### src/hdl/chp_pkg.sv
`timescale 1ns / 1ps
`default_nettype none

package chp_pkg;

   // Largest digest length a profile may use
   localparam int DIGEST_MAX = 64;

   // Field widths
   localparam int DIGEST_W    = 7;
   localparam int OFFSET_W    = 32;
   localparam int TOTAL_W     = 33;
   localparam int CERT_SIZE_W = 32;
   localparam int TAG_LEN_W   = 16;

   // Result stream packing
   localparam int RSP_TDATA_W = 128;
   localparam int RSP_TUSER_W = 3;

   localparam logic [TOTAL_W-1:0]  TOTAL_MAX  = {TOTAL_W{1'b1}};
   localparam logic [OFFSET_W-1:0] OFFSET_MAX = {OFFSET_W{1'b1}};

   // Parser phases, also the field kind of a byte
   localparam logic [2:0] PH_VER    = 3'd0;
   localparam logic [2:0] PH_FLAGS  = 3'd1;
   localparam logic [2:0] PH_DIGEST = 3'd2;
   localparam logic [2:0] PH_CLEN   = 3'd3;
   localparam logic [2:0] PH_CERT   = 3'd4;
   localparam logic [2:0] PH_TLEN   = 3'd5;
   localparam logic [2:0] PH_TAG    = 3'd6;
   localparam logic [2:0] PH_TRAIL  = 3'd7;

   // Status codes
   localparam logic [3:0] ST_PENDING = 4'd0;
   localparam logic [3:0] ST_OK      = 4'd1;
   localparam logic [3:0] ST_PROFILE = 4'd2;
   localparam logic [3:0] ST_SHORT   = 4'd3;
   localparam logic [3:0] ST_VERSION = 4'd4;
   localparam logic [3:0] ST_FLAGS   = 4'd5;
   localparam logic [3:0] ST_CERTCUT = 4'd6;
   localparam logic [3:0] ST_TLENCUT = 4'd7;
   localparam logic [3:0] ST_TAGCUT  = 4'd8;

   // Held-back header errors
   localparam logic [1:0] PE_NONE    = 2'd0;
   localparam logic [1:0] PE_VERSION = 2'd1;
   localparam logic [1:0] PE_FLAGS   = 2'd2;

   // Control register indexes
   localparam logic [1:0] CSR_DIGEST_BYTES     = 2'd0;
   localparam logic [1:0] CSR_EXPECTED_VERSION = 2'd1;
   localparam logic [1:0] CSR_TAG_FLAG_MASK    = 2'd2;

   // One tagged output byte
   typedef struct packed {
      logic                   tag_present;
      logic [TAG_LEN_W-1:0]   tag_length;
      logic [CERT_SIZE_W-1:0] cert_length;
      logic [TOTAL_W-1:0]     consumed_count;
      logic [3:0]             status;
      logic [OFFSET_W-1:0]    field_offset;
      logic [2:0]             field_kind;
      logic [7:0]             byte_out;
   } result_type;

endpackage

`default_nettype wire

### src/hdl/chunk_header_parser.sv
`timescale 1ns / 1ps
`default_nettype none

// Chunk header parser. Bytes of a buffer enter on the req stream (tlast on the
// final byte) and leave on the rsp stream one for one, each tagged with its
// field kind (tuser) and its offset in that field, along with the status known
// so far, the decoded cert and tag lengths and, once the header is complete
// and good, the header length. The parser takes one byte per clock while the
// skid entry is empty; the per-byte step is a single pass through the field
// walker (a 32-bit offset counter with its length compare). Each result is
// registered in a two-entry output stage, which keeps the input open for one
// more byte while a result waits. Errors hold until the buffer ends; all
// parse state returns to reset after the last byte, the control registers are kept.

module chunk_header_parser (
   input  wire logic                           clock,
   input  wire logic                           reset,
   // input stream
   input  wire logic                           req_tvalid,
   output      logic                           req_tready,
   input  wire logic [7:0]                     req_tdata,   // [7:0] data_byte
   input  wire logic                           req_tlast,
   // result stream
   output      logic                           rsp_tvalid,
   input  wire logic                           rsp_tready,
   // [7:0] byte_out, [39:8] field_offset, [43:40] status, [76:44] consumed_count,
   // [108:77] cert_length, [124:109] tag_length, [125] tag_present, [127:126] zero
   output      logic [chp_pkg::RSP_TDATA_W-1:0] rsp_tdata,
   output      logic [chp_pkg::RSP_TUSER_W-1:0] rsp_tuser,  // [2:0] field_kind
   // control registers
   input  wire logic                           csr_we,
   input  wire logic [1:0]                     csr_index,
   input  wire logic [7:0]                     csr_wdata
);
   import chp_pkg::*;

   // Control registers
   logic [DIGEST_W-1:0]    digest_bytes_ff;
   logic [7:0]             expected_version_ff;
   logic [7:0]             tag_flag_mask_ff;

   // Parse state
   logic [2:0]             phase_ff,     phase_in;
   logic [OFFSET_W-1:0]    fcount_ff,    fcount_in;
   logic [CERT_SIZE_W-1:0] cert_size_ff, cert_size_in;
   logic [TAG_LEN_W-1:0]   tag_len_ff,   tag_len_in;
   logic [7:0]             flags_ff,     flags_in;
   logic [1:0]             perr_ff,      perr_in;
   logic [TOTAL_W-1:0]     total_ff,     total_in;
   logic [3:0]             status_ff,    status_in;
   logic [TOTAL_W-1:0]     hdr_len_ff,   hdr_len_in;

   // Output stage
   result_type             out_ff,       skid_ff;
   logic                   out_valid_ff, skid_valid_ff;
   result_type             result;

   logic                   accept;
   logic                   bad_profile;
   logic [DIGEST_W-1:0]    dlen;
   logic [OFFSET_W-1:0]    fcount_inc;
   logic                   tag_flag;
   logic                   out_free;

   assign req_tready = !skid_valid_ff;
   assign accept     = req_tvalid && req_tready;
   assign out_free   = !out_valid_ff || rsp_tready;

   assign bad_profile = (digest_bytes_ff == '0) ||
                        (digest_bytes_ff > DIGEST_W'(DIGEST_MAX));
   assign dlen        = bad_profile ? '0 : digest_bytes_ff;
   assign fcount_inc  = fcount_ff + OFFSET_W'(1);
   assign tag_flag    = (flags_ff & tag_flag_mask_ff) != 8'h00;

   // Field walk for one byte
   always_comb begin
      phase_in     = phase_ff;
      fcount_in    = fcount_ff;
      cert_size_in = cert_size_ff;
      tag_len_in   = tag_len_ff;
      flags_in     = flags_ff;
      perr_in      = perr_ff;
      status_in    = status_ff;
      hdr_len_in   = hdr_len_ff;
      total_in     = (total_ff == TOTAL_MAX) ? total_ff : total_ff + TOTAL_W'(1);

      if (bad_profile && status_in == ST_PENDING) begin
         status_in = ST_PROFILE;
      end

      unique case (phase_ff)
         PH_VER: begin
            if (req_tdata != expected_version_ff && perr_ff == PE_NONE) begin
               perr_in = PE_VERSION;
            end
            phase_in  = PH_FLAGS;
            fcount_in = '0;
         end
         PH_FLAGS: begin
            flags_in = req_tdata;
            if ((req_tdata & ~tag_flag_mask_ff) != 8'h00 && perr_ff == PE_NONE) begin
               perr_in = PE_FLAGS;
            end
            phase_in  = (dlen != '0) ? PH_DIGEST : PH_CLEN;
            fcount_in = '0;
         end
         PH_DIGEST: begin
            fcount_in = fcount_inc;
            if (fcount_inc >= OFFSET_W'(dlen)) begin
               phase_in  = PH_CLEN;
               fcount_in = '0;
            end
         end
         PH_CLEN: begin
            cert_size_in = {cert_size_ff[CERT_SIZE_W-9:0], req_tdata};
            fcount_in    = fcount_inc;
            if (fcount_inc >= OFFSET_W'(4)) begin
               // minimum length seen: release held-back errors
               if (status_in == ST_PENDING) begin
                  if (perr_ff == PE_VERSION) begin
                     status_in = ST_VERSION;
                  end else if (perr_ff == PE_FLAGS) begin
                     status_in = ST_FLAGS;
                  end
               end
               fcount_in = '0;
               if (cert_size_in != '0) begin
                  phase_in = PH_CERT;
               end else if (tag_flag) begin
                  phase_in = PH_TLEN;
               end else begin
                  phase_in   = PH_TRAIL;
                  hdr_len_in = total_in;
                  if (status_in == ST_PENDING) status_in = ST_OK;
               end
            end
         end
         PH_CERT: begin
            fcount_in = fcount_inc;
            if (fcount_inc >= cert_size_ff) begin
               fcount_in = '0;
               if (tag_flag) begin
                  phase_in = PH_TLEN;
               end else begin
                  phase_in   = PH_TRAIL;
                  hdr_len_in = total_in;
                  if (status_in == ST_PENDING) status_in = ST_OK;
               end
            end
         end
         PH_TLEN: begin
            tag_len_in = {tag_len_ff[TAG_LEN_W-9:0], req_tdata};
            fcount_in  = fcount_inc;
            if (fcount_inc >= OFFSET_W'(2)) begin
               fcount_in = '0;
               if (tag_len_in == '0) begin
                  if (status_in == ST_PENDING) status_in = ST_TAGCUT;
                  phase_in = PH_TRAIL;
               end else begin
                  phase_in = PH_TAG;
               end
            end
         end
         PH_TAG: begin
            fcount_in = fcount_inc;
            if (fcount_inc >= OFFSET_W'(tag_len_ff)) begin
               phase_in   = PH_TRAIL;
               fcount_in  = '0;
               hdr_len_in = total_in;
               if (status_in == ST_PENDING) status_in = ST_OK;
            end
         end
         default: begin
            // trailing bytes, offset saturates
            if (fcount_ff != OFFSET_MAX) fcount_in = fcount_inc;
         end
      endcase

      // buffer ends inside the header
      if (req_tlast && status_in == ST_PENDING) begin
         if (phase_in <= PH_CLEN) begin
            status_in = ST_SHORT;
         end else if (phase_in == PH_CERT) begin
            status_in = ST_CERTCUT;
         end else if (phase_in == PH_TLEN) begin
            status_in = ST_TLENCUT;
         end else if (phase_in == PH_TAG) begin
            status_in = ST_TAGCUT;
         end
      end
   end

   // Result fields
   always_comb begin
      result.byte_out       = req_tdata;
      result.field_kind     = phase_ff;
      result.field_offset   = fcount_ff;
      result.status         = status_in;
      result.consumed_count = (status_in == ST_OK) ? hdr_len_in : '0;
      result.cert_length    = (phase_in >= PH_CERT) ? cert_size_in : '0;
      result.tag_length     = (phase_in >= PH_TAG) ? tag_len_in : '0;
      result.tag_present    = (phase_ff >= PH_DIGEST) &&
                              ((flags_in & tag_flag_mask_ff) != 8'h00);
   end

   // Control register writes
   always_ff @(posedge clock) begin
      if (reset) begin
         digest_bytes_ff     <= DIGEST_W'(32);
         expected_version_ff <= 8'd1;
         tag_flag_mask_ff    <= 8'd1;
      end else if (csr_we) begin
         unique case (csr_index)
            CSR_DIGEST_BYTES:     digest_bytes_ff     <= csr_wdata[DIGEST_W-1:0];
            CSR_EXPECTED_VERSION: expected_version_ff <= csr_wdata;
            CSR_TAG_FLAG_MASK:    tag_flag_mask_ff    <= csr_wdata;
            default: begin
            end
         endcase
      end
   end

   // Parse state update, cleared after the last byte of a buffer
   always_ff @(posedge clock) begin
      if (reset || (accept && req_tlast)) begin
         phase_ff     <= PH_VER;
         fcount_ff    <= '0;
         cert_size_ff <= '0;
         tag_len_ff   <= '0;
         flags_ff     <= '0;
         perr_ff      <= PE_NONE;
         total_ff     <= '0;
         status_ff    <= ST_PENDING;
         hdr_len_ff   <= '0;
      end else if (accept) begin
         phase_ff     <= phase_in;
         fcount_ff    <= fcount_in;
         cert_size_ff <= cert_size_in;
         tag_len_ff   <= tag_len_in;
         flags_ff     <= flags_in;
         perr_ff      <= perr_in;
         total_ff     <= total_in;
         status_ff    <= status_in;
         hdr_len_ff   <= hdr_len_in;
      end
   end

   // Output register with skid entry
   always_ff @(posedge clock) begin
      if (reset) begin
         out_valid_ff  <= 1'b0;
         skid_valid_ff <= 1'b0;
      end else if (out_free) begin
         out_valid_ff  <= skid_valid_ff || accept;
         skid_valid_ff <= 1'b0;
      end else if (accept) begin
         skid_valid_ff <= 1'b1;
      end
   end

   always_ff @(posedge clock) begin
      if (out_free) begin
         if (skid_valid_ff) begin
            out_ff <= skid_ff;
         end else if (accept) begin
            out_ff <= result;
         end
      end else if (accept) begin
         skid_ff <= result;
      end
   end

   assign rsp_tvalid = out_valid_ff;
   assign rsp_tuser  = out_ff.field_kind;
   assign rsp_tdata  = {2'b00,
                        out_ff.tag_present,
                        out_ff.tag_length,
                        out_ff.cert_length,
                        out_ff.consumed_count,
                        out_ff.status,
                        out_ff.field_offset,
                        out_ff.byte_out};

endmodule

`default_nettype wire
### config.mk
export PLATFORM = sky130hd
export DESIGN_NAME = chunk_header_parser
export DESIGN_NICKNAME = d
export VERILOG_FILES = /design/src/hdl/chp_pkg.sv /design/src/hdl/chunk_header_parser.sv
export SDC_FILE = /design/constraint.sdc
export NUM_CORES = 1
export LEC_CHECK = 0
export ABC_AREA = 0
export BUFFER_PORTS_ARGS = -buffer_cell sky130_fd_sc_hd__buf_2
export CAP_MARGIN = 40
export CORE_MARGIN = 2
export CORE_UTILIZATION = 50
export DETAILED_ROUTE_END_ITERATION = 7
export PLACE_DENSITY = 0.68
export SLEW_MARGIN = 30
export SYNTH_ARGS = -nofsm -noshare
export SYNTH_HDL_FRONTEND = slang
export SYNTH_SLANG_ARGS = --single-unit
### constraint.sdc
create_clock -name clock -period 12.43 [get_ports clock]
set_clock_uncertainty 0.2 [all_clocks]
set_input_delay 2.486 -clock clock [delete_from_list [all_inputs] [get_ports clock]]
set_output_delay 2.486 -clock clock [all_outputs]
set_load 0.03 [all_outputs]
==> results.py <==
metrics = {
    "outcome": {
        "status": "complete, no violations",
    },
    "logic_synthesis": {
        "synthCells": 2230,
        "async_flop_share_pct": 0,
        "synth-seq-cells": 446,
        "synth-edff-count": 258,
        "yosysWarnings": 0,
        "synth_top_flop_cell": "edfxtp_1",
        "yosysSeqAreaShare_pct": 52.28,
        "syn_area_per_cell_um2": 9.874,
        "synth_area_um2": 22020,
        "yosysUniqueCellTypes": 87,
    },
    "setup_path": {
        "rrSetupSlack_ns": 6.12,
        "worstPathRequired_ns": 12.54,
        "crit_path_start_kind": "flip-flop",
        "cp-end-kind": "flip-flop",
        "reg2reg_from": "fcount_ff[0]",
        "crit_arrival_ns": 6.42,
        "worst-setup-path-type": "reg2reg",
        "path_max_fanout": 18,
        "r2r_cells": 16,
        "r2r_end": "rsp_tdata[44]",
    },
    "cts": {
        "clk_pin_slew_ns": 0.06,
        "cts.htree.levels": 2,
        "clockRootBuffer": "clkbuf_16",
        "cts_buffers": 47,
        "cts_hold_buf": 0,
        "cts.sinks": 446,
        "cts_tree": "yes",
        "post-cts-setup-buffers": 0,
        "insertion_delay_ns": 0.59,
        "cts_resized": 0,
        "clk_path_buf_depth": 3,
    },
    "power_and_ir_drop": {
        "ir_drop_mv": 0.1078,
        "p_leak_nw": 8.979,
        "powerDensity_nw_per_um2": 132.3,
        "power_mw": 3.292,
    },
    "layout": {
        "final_cell_mix": "nand2_1, edfxtp_1, nor2_1, dfxtp_1, buf_2",
        "num_antenna_cells": 0,
        "fill_cells": 3788,
        "final_layout_size_suffix_gt1_share_pct": 15.24,
        "area_growth_pct": 12.98,
        "ff_latch_area_um2": 11510,
        "multi_input_area_um2": 9649,
        "mostFrequentLayoutCell": "nand2_1",
        "fin_nets": 2378,
    },
    "hold_path": {
        "min_from": "hdr_len_ff[5]",
        "hp-class": "reg2reg",
        "whs_path_depth": 2,
        "whs_endpoint": "hdr_len_ff[5]",
    },
    "floorplanning": {
        "rows": 76,
        "start_util_pct": 50.89,
        "dieArea_um2": 45730,
        "die_h_um": 213.9,
        "core_area_um2": 43270,
        "die-width_um": 213.9,
        "ioPinCount": 157,
    },
    "route": {
        "drt_first_pass_iters": 5,
        "routed_wl_mm": 57.26,
        "via_per_inst": 5.757,
        "routedWlPerCell_um": 19.60,
        "drt-initial-drc-count": 1420,
        "ant_nets": 0,
        "drcViolationCount": 0,
        "vias": 16820,
    },
    "sta": {
        "hold_viol": 0,
        "fin_crit_ns": 6.309,
        "rsz0062_at_grt": "no",
        "worst_slew_pin_slew_ns": 0.8048,
        "period_share_pct": 50.76,
        "timing.fmax_mhz": 158.5,
        "slew_violations": 0,
        "setup_violations": 0,
        "fin_tns_setup_ns": 0,
        "slew_headroom_pct": 46.35,
    },
    "job": {
        "max_cap_viol_count": 0,
    },
    "grt": {
        "grt_max_degree": 88,
        "track_usage_pct": 24.90,
        "antenna_found_initial": 1,
        "grt_pass1_wl_mm": 88.65,
        "grt_pass1_vias": 15780,
        "gr-total-overflow": 0,
    },
    "placement": {
        "place.gp.congestion": 0.9079,
        "portBuffers": 154,
        "hpwl_mm": 38.67,
    },
}
## worst max-delay path by stage
stage / startpoint / end / slack (ns)
6_report: fcount_ff[0] / rsp_tdata[44] / 6.12
5_1_grt: fcount_ff[0] / rsp_tdata[44] / 5.77
4_1_cts: fcount_ff[0] / rsp_tdata[44] / 6.19
3_5_place_dp: req_tdata[4] / rsp_tdata[44] / 6.08
3_3_place_gp: req_tdata[4] / rsp_tdata[44] / 6.13
2_1_floorplan: req_tvalid / skid_ff[0] / 3.22
## layout make-up
type / instances / share of cell area (%)
timing repair buffer: 185 / 4.546
clock buffer: 66 / 5.457
inverter: 65 / 0.9807
sequential: 446 / 46.28
clock inverter: 21 / 1.006
tap: 585 / 2.942
multi-input combinational: 1553 / 38.78
## power breakdown
part / switching, mW / internal, mW / leakage (nW)
combinational: 0.156 / 0.0560 / 4.25
clock: 0.592 / 0.867 / 0.795
sequential: 0.0195 / 1.60 / 3.94
## worst max-delay path, stage by stage, from the launching register on
cell	delay, ns
dfxtp_1	0.53
ha_1	0.31
nand3_1	0.42
or2_2	0.52
nor3_1	0.42
and3_1	0.23
xor2_1	0.29
ha_1	0.30
nand4_1	0.09
nor2_1	0.06
a2111o_1	0.37
nor3_1	0.55
a21boi_0	0.34
o221ai_4	0.68
nor2_4	0.28
mux2i_1	0.33
o31ai_1	0.11
## cell usage after synthesis (4+ instances only)
| cell type | n | area (um^2) |
|---|---|---|
| nor2b_1 | 7 | 43.79 |
| dfxtp_1 | 188 | 3764 |
| xnor2_1 | 52 | 455.4 |
| a21oi_1 | 143 | 715.7 |
| o21a_1 | 5 | 37.54 |
| o31ai_1 | 81 | 608.1 |
| ha_1 | 56 | 700.7 |
| o21bai_1 | 4 | 30.03 |
| a22oi_1 | 7 | 52.55 |
| o21ai_0 | 50 | 250.2 |
| or2_1 | 9 | 56.30 |
| nor3_1 | 48 | 240.2 |
| nand3_1 | 62 | 310.3 |
| mux2i_1 | 87 | 870.8 |
| buf_1 | 13 | 48.80 |
| mux2_2 | 39 | 439.2 |
| a211oi_1 | 10 | 75.07 |
| inv_1 | 64 | 240.2 |
| nand4_1 | 41 | 256.5 |
| a211o_1 | 6 | 52.55 |
| a21o_1 | 13 | 97.59 |
| o31ai_2 | 7 | 87.58 |
| nor4_1 | 32 | 200.2 |
| buf_4 | 5 | 37.54 |
| edfxtp_1 | 258 | 7747 |
| buf_2 | 22 | 110.1 |
| or2_2 | 16 | 100.1 |
| and2_1 | 10 | 62.56 |
| or4_1 | 5 | 37.54 |
| or3_1 | 29 | 181.4 |
| nor2_1 | 240 | 900.9 |
| a31oi_1 | 4 | 25.02 |
| a2111oi_0 | 4 | 35.03 |
| nand2b_1 | 16 | 100.1 |
| and4_1 | 13 | 113.9 |
| nand2_1 | 321 | 1205 |
| xor2_1 | 48 | 420.4 |
| and3_1 | 30 | 187.7 |
| clkbuf_1 | 125 | 469.2 |
## through the flow
step / worst slack (ns) / instance area [um^2] / hold slack, ns / cells / util, %
after global routing: 5.769 / 24880 / 0.2718 / 2921 / 57.50
after detailed placement: 6.084 / 23120 / 0.2494 / 2826 / 53.43
after global placement: 6.133 / 23010 / 0.2407 / 2818 / 53.18
after CTS: 6.192 / 24730 / 0.2578 / 2913 / 57.15
final: 6.121 / 24880 / 0.2544 / 2921 / 57.50
after floorplan: 3.222 / 22020 / 0.2029 / 2231 / -
## routing by layer
layer  track usage (%)  wire, um
met5                 0         0
met4             7.854      1332
met3             3.398      3044
met2             41.30     27190
met1             33.90     25690
## state kept, by name (all words and copies together) (netlist names), 16 cells and up
name          flops
cert_size_ff     32
fcount_ff        32
hdr_len_ff       33
rsp_tdata       126
skid_ff         129
tag_len_ff       16
total_ff         33
## cells by family after synthesis
group | Yosys count | share of synthesized area, %
other | 1 | 0.01703
adders and majority gates | 57 | 3.227
and+or+nand+nor | 898 | 19.14
buffers and inverters | 232 | 4.250
xor gates and xnor gates | 101 | 4.080
DFF | 446 | 52.28
muxes | 126 | 5.949
AOI/OAI and AO/OA | 369 | 11.06
No activity file was read; power rests on OpenSTA's default activity.
